<file path="src/rtl/ers_pkg.sv">
// ers_pkg: shared types for the enumeration rank sort unit.
// Holds the controller state type and the command/status structs.
// No dependencies.
package ers_pkg;

	// Controller states
	typedef enum logic [1:0] {
		ST_LOAD  = 2'd0,
		ST_RANK  = 2'd1,
		ST_PLACE = 2'd2,
		ST_EMIT  = 2'd3
	} state_t;

	// Commands from controller to datapath
	typedef struct packed {
		logic load;   // take the word on value_in into the next cell
		logic rank;   // write the rank of the newest cell
		logic place;  // copy one cell into the sorted memory at its rank
		logic emit;   // read one sorted entry out
	} cmd_t;

	// Status from datapath to controller
	typedef struct packed {
		logic set_end;   // the word just loaded closes the set
		logic last_idx;  // walk index points at the last loaded cell
	} status_t;

endpackage

</file>
<file path="src/rtl/ers_ctrl.sv">
// ers_ctrl: controller state machine of the enumeration rank sort unit.
// Sequences load, rank, place and emit phases of the datapath.
// Depends on ers_pkg.
module ers_ctrl (
	input  logic            clk,
	input  logic            arst_n,
	input  logic            start,
	input  ers_pkg::status_t status,
	output ers_pkg::cmd_t    cmd,
	output logic            busy
);

	ers_pkg::state_t state_q;
	ers_pkg::state_t state_d;

	// State register
	always_ff @(posedge clk or negedge arst_n) begin
		if (!arst_n) begin
			state_q <= ers_pkg::ST_LOAD;
		end else begin
			state_q <= state_d;
		end
	end

	// Next state
	always_comb begin
		state_d = state_q;
		case (state_q)
			ers_pkg::ST_LOAD: begin
				if (start) state_d = ers_pkg::ST_RANK;
			end
			ers_pkg::ST_RANK: begin
				state_d = status.set_end ? ers_pkg::ST_PLACE : ers_pkg::ST_LOAD;
			end
			ers_pkg::ST_PLACE: begin
				if (status.last_idx) state_d = ers_pkg::ST_EMIT;
			end
			ers_pkg::ST_EMIT: begin
				if (status.last_idx) state_d = ers_pkg::ST_LOAD;
			end
			default: state_d = ers_pkg::ST_LOAD;
		endcase
	end

	// Outputs
	always_comb begin
		cmd  = '0;
		busy = 1'b1;
		case (state_q)
			ers_pkg::ST_LOAD: begin
				busy     = 1'b0;
				cmd.load = start;
			end
			ers_pkg::ST_RANK:  cmd.rank  = 1'b1;
			ers_pkg::ST_PLACE: cmd.place = 1'b1;
			ers_pkg::ST_EMIT:  cmd.emit  = 1'b1;
			default: begin
				busy = 1'b1;
			end
		endcase
	end

endmodule

</file>
<file path="src/rtl/ers_datapath.sv">
// ers_datapath: cell row, rank logic, sorted memory and output register.
// Each cell holds a loaded word and its running rank; ranks update as words arrive.
// Depends on ers_pkg.
module ers_datapath #(
	parameter int MAX_ITEMS = 32
) (
	input  logic                clk,
	input  logic                arst_n,
	input  ers_pkg::cmd_t       cmd,
	input  logic signed [31:0]  value_in,
	input  logic                last_in,
	output ers_pkg::status_t    status,
	output logic                valid,
	output logic signed [31:0]  value_out,
	output logic                last_out
);

	localparam int IDX_W = $clog2(MAX_ITEMS);
	localparam int CNT_W = $clog2(MAX_ITEMS + 1);

	// Cell row
	logic signed [31:0] val_q  [MAX_ITEMS];
	logic [IDX_W-1:0]   rank_q [MAX_ITEMS];

	// Sorted memory
	logic signed [31:0] sorted_mem [MAX_ITEMS];

	logic [CNT_W-1:0]     count_q;
	logic [IDX_W-1:0]     idx_q;
	logic [MAX_ITEMS-1:0] le_s1;
	logic [IDX_W-1:0]     pos_s1;
	logic                 end_s1;
	logic                 valid_s1;
	logic [CNT_W-1:0]     rank_sum;
	logic                 last_idx;

	// Walk index reaches the last loaded cell
	assign last_idx = ((CNT_W'(idx_q) + CNT_W'(1)) == count_q);

	assign status.set_end  = end_s1;
	assign status.last_idx = last_idx;
	assign valid           = valid_s1;

	// Count earlier cells not above the new word
	always_comb begin
		rank_sum = '0;
		for (int k = 0; k < MAX_ITEMS; k++) begin
			rank_sum = rank_sum + CNT_W'(le_s1[k]);
		end
	end

	// Control registers: fill count, walk index, output strobe
	always_ff @(posedge clk or negedge arst_n) begin
		if (!arst_n) begin
			count_q  <= '0;
			idx_q    <= '0;
			valid_s1 <= 1'b0;
		end else begin
			valid_s1 <= cmd.emit;
			if (cmd.load) begin
				count_q <= count_q + CNT_W'(1);
			end
			if (cmd.rank) begin
				idx_q <= '0;
			end else if (cmd.place || cmd.emit) begin
				idx_q <= last_idx ? '0 : idx_q + IDX_W'(1);
			end
			// drop the set once its last word is read out
			if (cmd.emit && last_idx) begin
				count_q <= '0;
			end
		end
	end

	// Load a word, compare it against the filled cells, bump larger cells
	always_ff @(posedge clk) begin
		if (cmd.load) begin
			val_q[count_q[IDX_W-1:0]] <= value_in;
			pos_s1 <= count_q[IDX_W-1:0];
			end_s1 <= last_in || (count_q == CNT_W'(MAX_ITEMS - 1));
			for (int k = 0; k < MAX_ITEMS; k++) begin
				le_s1[k] <= (CNT_W'(k) < count_q) && (val_q[k] <= value_in);
				if ((CNT_W'(k) < count_q) && (value_in < val_q[k])) begin
					rank_q[k] <= rank_q[k] + IDX_W'(1);
				end
			end
		end
		if (cmd.rank) begin
			rank_q[pos_s1] <= rank_sum[IDX_W-1:0];
		end
	end

	// Write the sorted memory at each cell's rank
	always_ff @(posedge clk) begin
		if (cmd.place) begin
			sorted_mem[rank_q[idx_q]] <= val_q[idx_q];
		end
	end

	// Read the sorted memory into the output register
	always_ff @(posedge clk) begin
		if (cmd.emit) begin
			value_out <= sorted_mem[idx_q];
			last_out  <= last_idx;
		end
	end

endmodule

</file>
<file path="src/rtl/enumeration_rank_sort_unit.sv">
// Stable enumeration sort of signed 32-bit words. A word is taken when start is
// high and busy is low; a set closes on last_in or when MAX_ITEMS words are held.
// Each load is an accept step, then a rank write of the new cell, whose rank
// is a count over a registered compare vector. When a set closes, the cells
// are copied one at a time into the sorted memory through its single write
// port and then read out. Results come out in ascending order back to back
// with valid high, last_out on the final one; the receiver cannot stall, so
// they must be taken as they appear.
// No clearing pass follows reset. Depends on ers_pkg, ers_ctrl, ers_datapath.
module enumeration_rank_sort_unit #(
	parameter int MAX_ITEMS = 32
) (
	input  logic               clk,
	input  logic               arst_n,
	input  logic               start,
	output logic               busy,
	input  logic signed [31:0] value_in,
	input  logic               last_in,
	output logic               valid,
	output logic signed [31:0] value_out,
	output logic               last_out
);

	ers_pkg::cmd_t    cmd;
	ers_pkg::status_t status;

	// Controller
	ers_ctrl u_ctrl (
		.clk    (clk),
		.arst_n (arst_n),
		.start  (start),
		.status (status),
		.cmd    (cmd),
		.busy   (busy)
	);

	// Datapath
	ers_datapath #(
		.MAX_ITEMS (MAX_ITEMS)
	) u_datapath (
		.clk       (clk),
		.arst_n    (arst_n),
		.cmd       (cmd),
		.value_in  (value_in),
		.last_in   (last_in),
		.status    (status),
		.valid     (valid),
		.value_out (value_out),
		.last_out  (last_out)
	);

`ifndef NO_ASSERTIONS
	// An emit read always yields a word on the next cycle
	a_emit_to_valid : assert property (@(posedge clk) disable iff (!arst_n)
		cmd.emit |=> valid)
		else $error("emit read did not produce a word");

	// An accepted word is always followed by its rank cycle
	a_accept_rank : assert property (@(posedge clk) disable iff (!arst_n)
		(start && !busy) |=> cmd.rank)
		else $error("accepted word not followed by rank write");

	// Words of a set come out on consecutive cycles
	a_burst : assert property (@(posedge clk) disable iff (!arst_n)
		(valid && !last_out) |=> valid)
		else $error("gap inside a sorted burst");

	// No word comes directly after the final word of a set
	a_end_burst : assert property (@(posedge clk) disable iff (!arst_n)
		(valid && last_out) |=> !valid)
		else $error("word after final sorted word");
`endif

endmodule
</file>
<file path="config.mk">
export PLATFORM = sky130hd
export DESIGN_NAME = enumeration_rank_sort_unit
export DESIGN_NICKNAME = d
export VERILOG_FILES = /design/src/rtl/ers_pkg.sv /design/src/rtl/ers_ctrl.sv /design/src/rtl/ers_datapath.sv /design/src/rtl/enumeration_rank_sort_unit.sv
export SDC_FILE = /design/constraint.sdc
export NUM_CORES = 2
export LEC_CHECK = 0
export ABC_AREA = 1
export BUFFER_PORTS_ARGS = -buffer_cell sky130_fd_sc_hd__buf_2
export CORE_UTILIZATION = 41
export CTS_CLUSTER_DIAMETER = 50
export DETAILED_ROUTE_END_ITERATION = 12
export PLACE_DENSITY = 0.58
export SYNTH_ARGS = -nofsm -noshare
export SYNTH_HDL_FRONTEND = slang
export SYNTH_SLANG_ARGS = --single-unit
</file>
<file path="constraint.sdc">
create_clock -name clk -period 16.5 [get_ports clk]
set_input_delay 4.125 -clock clk [delete_from_list [all_inputs] [get_ports clk]]
set_output_delay 4.125 -clock clk [all_outputs]
set_load 0.02 [all_outputs]
</file>
Word-level counts from Yosys, hierarchy flattened
Memory sizes are Yosys's and may differ from the RTL's. A register that Yosys moved wholly into a read port is not among the register bits.
Cells that the tools add are included.
{"block": "op_classes", "n_reduce_logical": 72, "eq_ne": 8, "mux": 120, "n_addsub": 66, "magnitude_cmp": 96}
{"operator": "less-or-equal comparator 32 bit", "n": 32}
{"operator": "< comparator 32 bit", "n": 32}
{"operator": "adder 5 x 1 -> 5 bit (second input constant)", "n": 33}
{"operator": "adder 5 x 1 -> 5 bit", "n": 30}
{"operator": "two-way mux 1 bit", "n": 108}
{"operator": "< comparator 5 x 6 -> 1 bit (first input constant)", "n": 16}
{"operator": "logical AND 1 bit", "n": 65}
{"operator": "< comparator 4 x 6 -> 1 bit (first input constant)", "n": 8}
{"operator": "two-way mux 5 bit", "n": 5}
{"operator": "< comparator 3 x 6 -> 1 bit (first input constant)", "n": 4}
{"operator": "< comparator 1 x 6 -> 1 bit (first input constant)", "n": 2}
{"operator": "< comparator 2 x 6 -> 1 bit (first input constant)", "n": 2}
{"operator": "two-way mux 6 bit", "n": 2}
{"operator": "two-way mux 2 bit", "n": 4}
{"operator": "one-hot mux 2 bit (4 select lines)", "n": 1}
{"operator": "adder 5 x 1 -> 6 bit (second input constant)", "n": 1}
{"operator": "adder 6 x 1 -> 6 bit (second input constant)", "n": 1}
{"operator": "== test 6 x 5 -> 1 bit (second input constant)", "n": 1}
{"operator": "== test 6 bit", "n": 1}
{"operator": "OR reduction 5 bit", "n": 1}
{"operator": "== test 2 bit (second input constant)", "n": 2}
{"operator": "!= test 2 x 1 -> 1 bit (second input constant)", "n": 2}
{"operator": "nonzero test 2 bit", "n": 2}
{"operator": "AND reduction 3 bit", "n": 1}
{"operator": "5 further kinds", "n": 6}
{"block": "totals", "mem_bits_rw": 2208, "output_inout_bits": 35, "inputBits": 36, "ff_bits": 53, "n_memories": 3, "word_cells": 373}
{"name": "u_datapath.sorted_mem", "depth": 32, "word_bits": 32, "rd": 1, "rd_clocked_by_memory_dff": 1, "wr": 1, "line": "ers_datapath.sv:26", "rtl": "logic signed [31:0] sorted_mem [MAX_ITEMS];"}
{"name": "u_datapath.val_q", "depth": 32, "word_bits": 32, "rd": 33, "rd_clocked_by_memory_dff": 0, "wr": 1, "line": "ers_datapath.sv:22", "rtl": "logic signed [31:0] val_q [MAX_ITEMS];"}
{"name": "u_datapath.rank_q", "depth": 32, "word_bits": 5, "rd": 33, "rd_clocked_by_memory_dff": 0, "wr": 32, "line": "ers_datapath.sv:23", "rtl": "logic [IDX_W-1:0] rank_q [MAX_ITEMS];"}

Depth between registers and ports, before layout
{"block": "logic_depth", "word_depth": 32, "ltp_mapped": 19, "ltp_nobuf": 18}

By module
A second synthesis with hierarchy kept.
{"block": "unflattened", "cells_unflattened": 12107, "area_unflattened_um2": 122218.5}
{"module": "ers_datapath", "cells_per_inst": 12088, "instances": 1, "seq_area_each_um2": 68735.9, "area_each_um2": 122097.1}
{"module": "ers_ctrl", "cells_per_inst": 19, "instances": 1, "seq_area_each_um2": 50.0, "area_each_um2": 121.4}

Worst setup path before layout
No wires, ideal clock.
{"block": "synth_path", "path_type": "input port to flip-flop", "startpoint": "in start", "endpoint": "mem u_datapath.val_q[15][0], enable pin", "t_arrival_ps": 6796, "path_buffers": 0, "stages": 4, "required_ps": 16037, "path_slack_ps": 9241, "setup_time_ps": 463, "cell_sequence": "nand2_1 > nor2_1 > inv_2 > nor3_1"}
{"block": "synth_via", "elab_chain_len": 3}
{"item": "from (decl)", "line": "enumeration_rank_sort_unit.sv:15", "rtl": "input logic start,"}
{"item": "two-way mux 1 bit", "line": "ers_ctrl.sv:49", "rtl": "case (state_q)"}
{"item": "two-way mux 1 bit", "line": "ers_datapath.sv:77", "rtl": "if (cmd.load) begin"}
{"item": "two-way mux 1 bit (not written as such)", "line": "ers_datapath.sv:78", "rtl": "val_q[count_q[IDX_W-1:0]] <= value_in;"}
{"item": "to (decl)", "line": "ers_datapath.sv:22"}
No other way between the ends.

==> results by group <==
Drt
  – Post-DRT Antenna Nets: 0
  – Total number of vias: 92,200
  – Wire length per cell: 27.4 um
  – Initial detailed-routing violation count: 11,600
  – DRC: 0
  – Via/cell ratio: 5.93
  – Total Wirelength: 426,000 um
  – Pre-Repair DR Iteration Count: 7

Final layout
  – # nets final: 12,500
  – Post-route cell area: 135,000 um^2
  – Layout cell share with drive strength beyond 1: 0.0800
  – Syn-to-layout area delta: 13.1%

Min path
  – Worst Hold Class: reg -> reg
  – HP Start: u_datapath.end_s1
  – Worst hold stages: 4

Clocking
  – Hold Buf Count CTS: 0
  – Clk Latency, worst-skew pair: 0.96 ns
  – Clock transition at path regs: 0.05 ns
  – TritonCTS Sinks: 2,293
  – Num CTS Buffers: 314
  – CTS Buffer Depth: 4
  – Resized cells post-CTS: 0
  – Htree depth: 5
  – CTS tree: built
  – Post-CTS Setup Inserts: 0
  – Root buf cell: clkbuf_16

Timing
  – Highest Clock Rate: 126 MHz
  – Final hold violations: 0
  – Final min period: 7.94 ns
  – RSZ-0062 raised after global routing: no
  – Final setup vio count: 0
  – Final period utilization: 0.481
  – Relative slew slack: 0.134
  – Slew Viols, Final: 0
  – Sum Neg Setup Slack: 0 ns
  – Worst Skew: 0.123 ns
  – Fin worst setup slack: 8.56 ns
  – Actual slew at the worst max-slew pin: 1.30 ns

Floorplan
  – Die W: 541 um
  – Die height: 541 um
  – Starting Density: 0.413
  – DIE AREA: 293,000 um^2
  – I/O pin cnt: 71
  – Core Area: 289,000 um^2
  – Num rows: 197

Global route
  – Initial antenna violation count: 20
  – First-pass GRT wire length: 607,000 um
  – Largest net degree at the start of global routing: 234
  – Grt ovf: 0
  – GR Util All Layers: 0.283
  – Vias in the first global route: 86,800

Synthesis
  – Syn avg cell area: 10.5 um^2
  – Synth cell types: 54
  – Mapped cell area: 119,000 um^2
  – Synthesized flop and latch total: 2,293
  – Post-synth EDFFs: 2,279
  – Yosys warns: 0
  – Sequential area share after synthesis: 0.577
  – Top cells by count, synth: edfxtp_1, nand2_1, nor2_1
  – Cell accounting for the most synthesized area: edfxtp_1
  – Synth area leaders: edfxtp_1, ha_1, nand2_1
  – Synth Flop Type: edfxtp_1
  – Synth Instances: 11,300
  – Count leader, synth: edfxtp_1
  – Ys async rst share: 0.00611
  – Share of the synthesized area in the top cell type: 0.574
  – Post-Syn Nets: 12,500

Placed design
  – Dpl ws: 7.78 ns
  – Routability congestion estimate: 0.991
  – Port Buf Inserts: 70
  – Post-Place Cell Area: 124,000 um^2
  – DP Wirelength: 269,000 um

Setup path
  – Reg2reg end: u_datapath.sorted_mem[18][9]
  – Reg2Reg Depth: 10
  – Setup crit end kind: register
  – Worst Path Max Fanout: 34
  – CP arrival: 8.51 ns
  – Startpoint types: primary input
  – Required time of the critical path: 17.07 ns
  – Reg2Reg Setup Slack: 9.72 ns
  – Setup CP Type: in -> reg
  – Reg-to-reg critical path startpoint: u_datapath.idx_q[0]

Power and ir drop
  – Tot Pwr: 24.5 mW
  – Pleak: 51.4 nW
  – P per Cell Area: 182 nW/um^2
  – Worst vdd rail ir drop: 0.951 mV

Outcome
  – Status: finished, final reports clean

Job
  – MaxCap Viol Count: 0
==> how the worst max path moves through the flow <==
stage / to / cells past startpoint / from
2_1_floorplan: u_datapath.val_q[15][0] / 4 / start
3_3_place_gp: u_datapath.rank_q[21][4] / 13 / value_in[31]
3_5_place_dp: u_datapath.rank_q[17][2] / 14 / value_in[4]
4_1_cts: u_datapath.rank_q[17][4] / 14 / value_in[4]
5_1_grt: u_datapath.rank_q[17][0] / 14 / value_in[4]
6_report: u_datapath.rank_q[17][4] / 14 / value_in[4]
==> cells in the final DEF, fill, tap and decap left out, types with 42 or more instances in the layout <==
cell	n
nor2_1	1580
nor2_4	64
xor2_1	69
a21oi_1	577
clkinv_2	48
nand4_1	103
edfxtp_1	2279
o21ai_1	165
nand3_1	274
o21a_1	48
nand2_1	1895
buf_2	70
clkbuf_16	316
buf_4	190
o22ai_1	557
inv_1	530
ha_1	1069
o21ai_0	1265
o211ai_1	42
==> state kept, by name, indices dropped and copies added (netlist names), named ones only <==
signal	count
u_datapath.sorted_mem	1024
u_datapath.pos_s1	5
u_datapath.value_out	32
u_ctrl.state_q	1
u_datapath.last_out	1
u_datapath.idx_q	5
u_datapath.valid	1
u_datapath.val_q	1024
u_datapath.end_s1	1
u_datapath.count_q	6
u_datapath.rank_q	160
u_datapath.le_s1	32
==> layer usage <==
layer / vias up / GRT usage / wire length [um]
li1: 40900 / - / -
met5: - / 0 / 38
met2: 4938 / 0.429 / 186000
met1: 45500 / 0.398 / 178000
met3: 863 / 0.0489 / 42000
met4: 6 / 0.120 / 19900
==> logic make-up after synthesis <==
family                   synth area share
buffers and inverters              0.0379
adder cells (fa/ha/maj)             0.116
flip-flops                          0.577
XOR/XNOR                          0.00691
AO/OA/AOI/OAI                       0.124
AND/OR/NAND/NOR                     0.135
multiplexers                      0.00286
==> power breakdown <==
part | leakage (nW) | internal, mW | switching (mW) | total, mW
clock network | 5.09 | 4.10 | 2.82 | 6.92
registers | 20.7 | 7.92 | 0.234 | 8.15
logic | 25.6 | 1.95 | 7.49 | 9.44
total | 51.4 | 14.0 | 10.6 | 24.5
==> metrics by stage <==
step / std cells / hold slack [ns] / utilization
final: 15500 / 0.573 / 0.467
after global routing: 15500 / 0.595 / 0.467
after CTS: 15500 / 0.577 / 0.467
after detailed placement: 15000 / 0.559 / 0.430
after global placement: 15000 / 0.543 / 0.430
after floorplan: 11300 / 0.420 / -
==> final cells by class <==
class | instances | area, um^2
clock buffers | 344 | 8010
inverters | 548 | 2110
well taps | 3880 | 4850
repair buffers | 268 | 1940
diodes | 5 | 12.5
fillers | 26100 | 154000
flip-flops and latches | 2293 | 68800
multi-input cells | 7977 | 46500
clock inverters | 230 | 2590
==> critical path, cell delays in order <==
cell      delay (ns)
buf_2           0.61
clkinv_1        0.84
buf_4           0.51
ha_1            0.33
nand2_1         0.05
nor2_1          0.60
nand2_1         0.11
nand2_1         0.11
nand2_1         0.06
nand2_1         0.26
nand2_1         0.13
nand3_1         0.13
nand4_1         0.28
nand2_1         0.30
No activity file was read; power rests on OpenSTA's default activity.
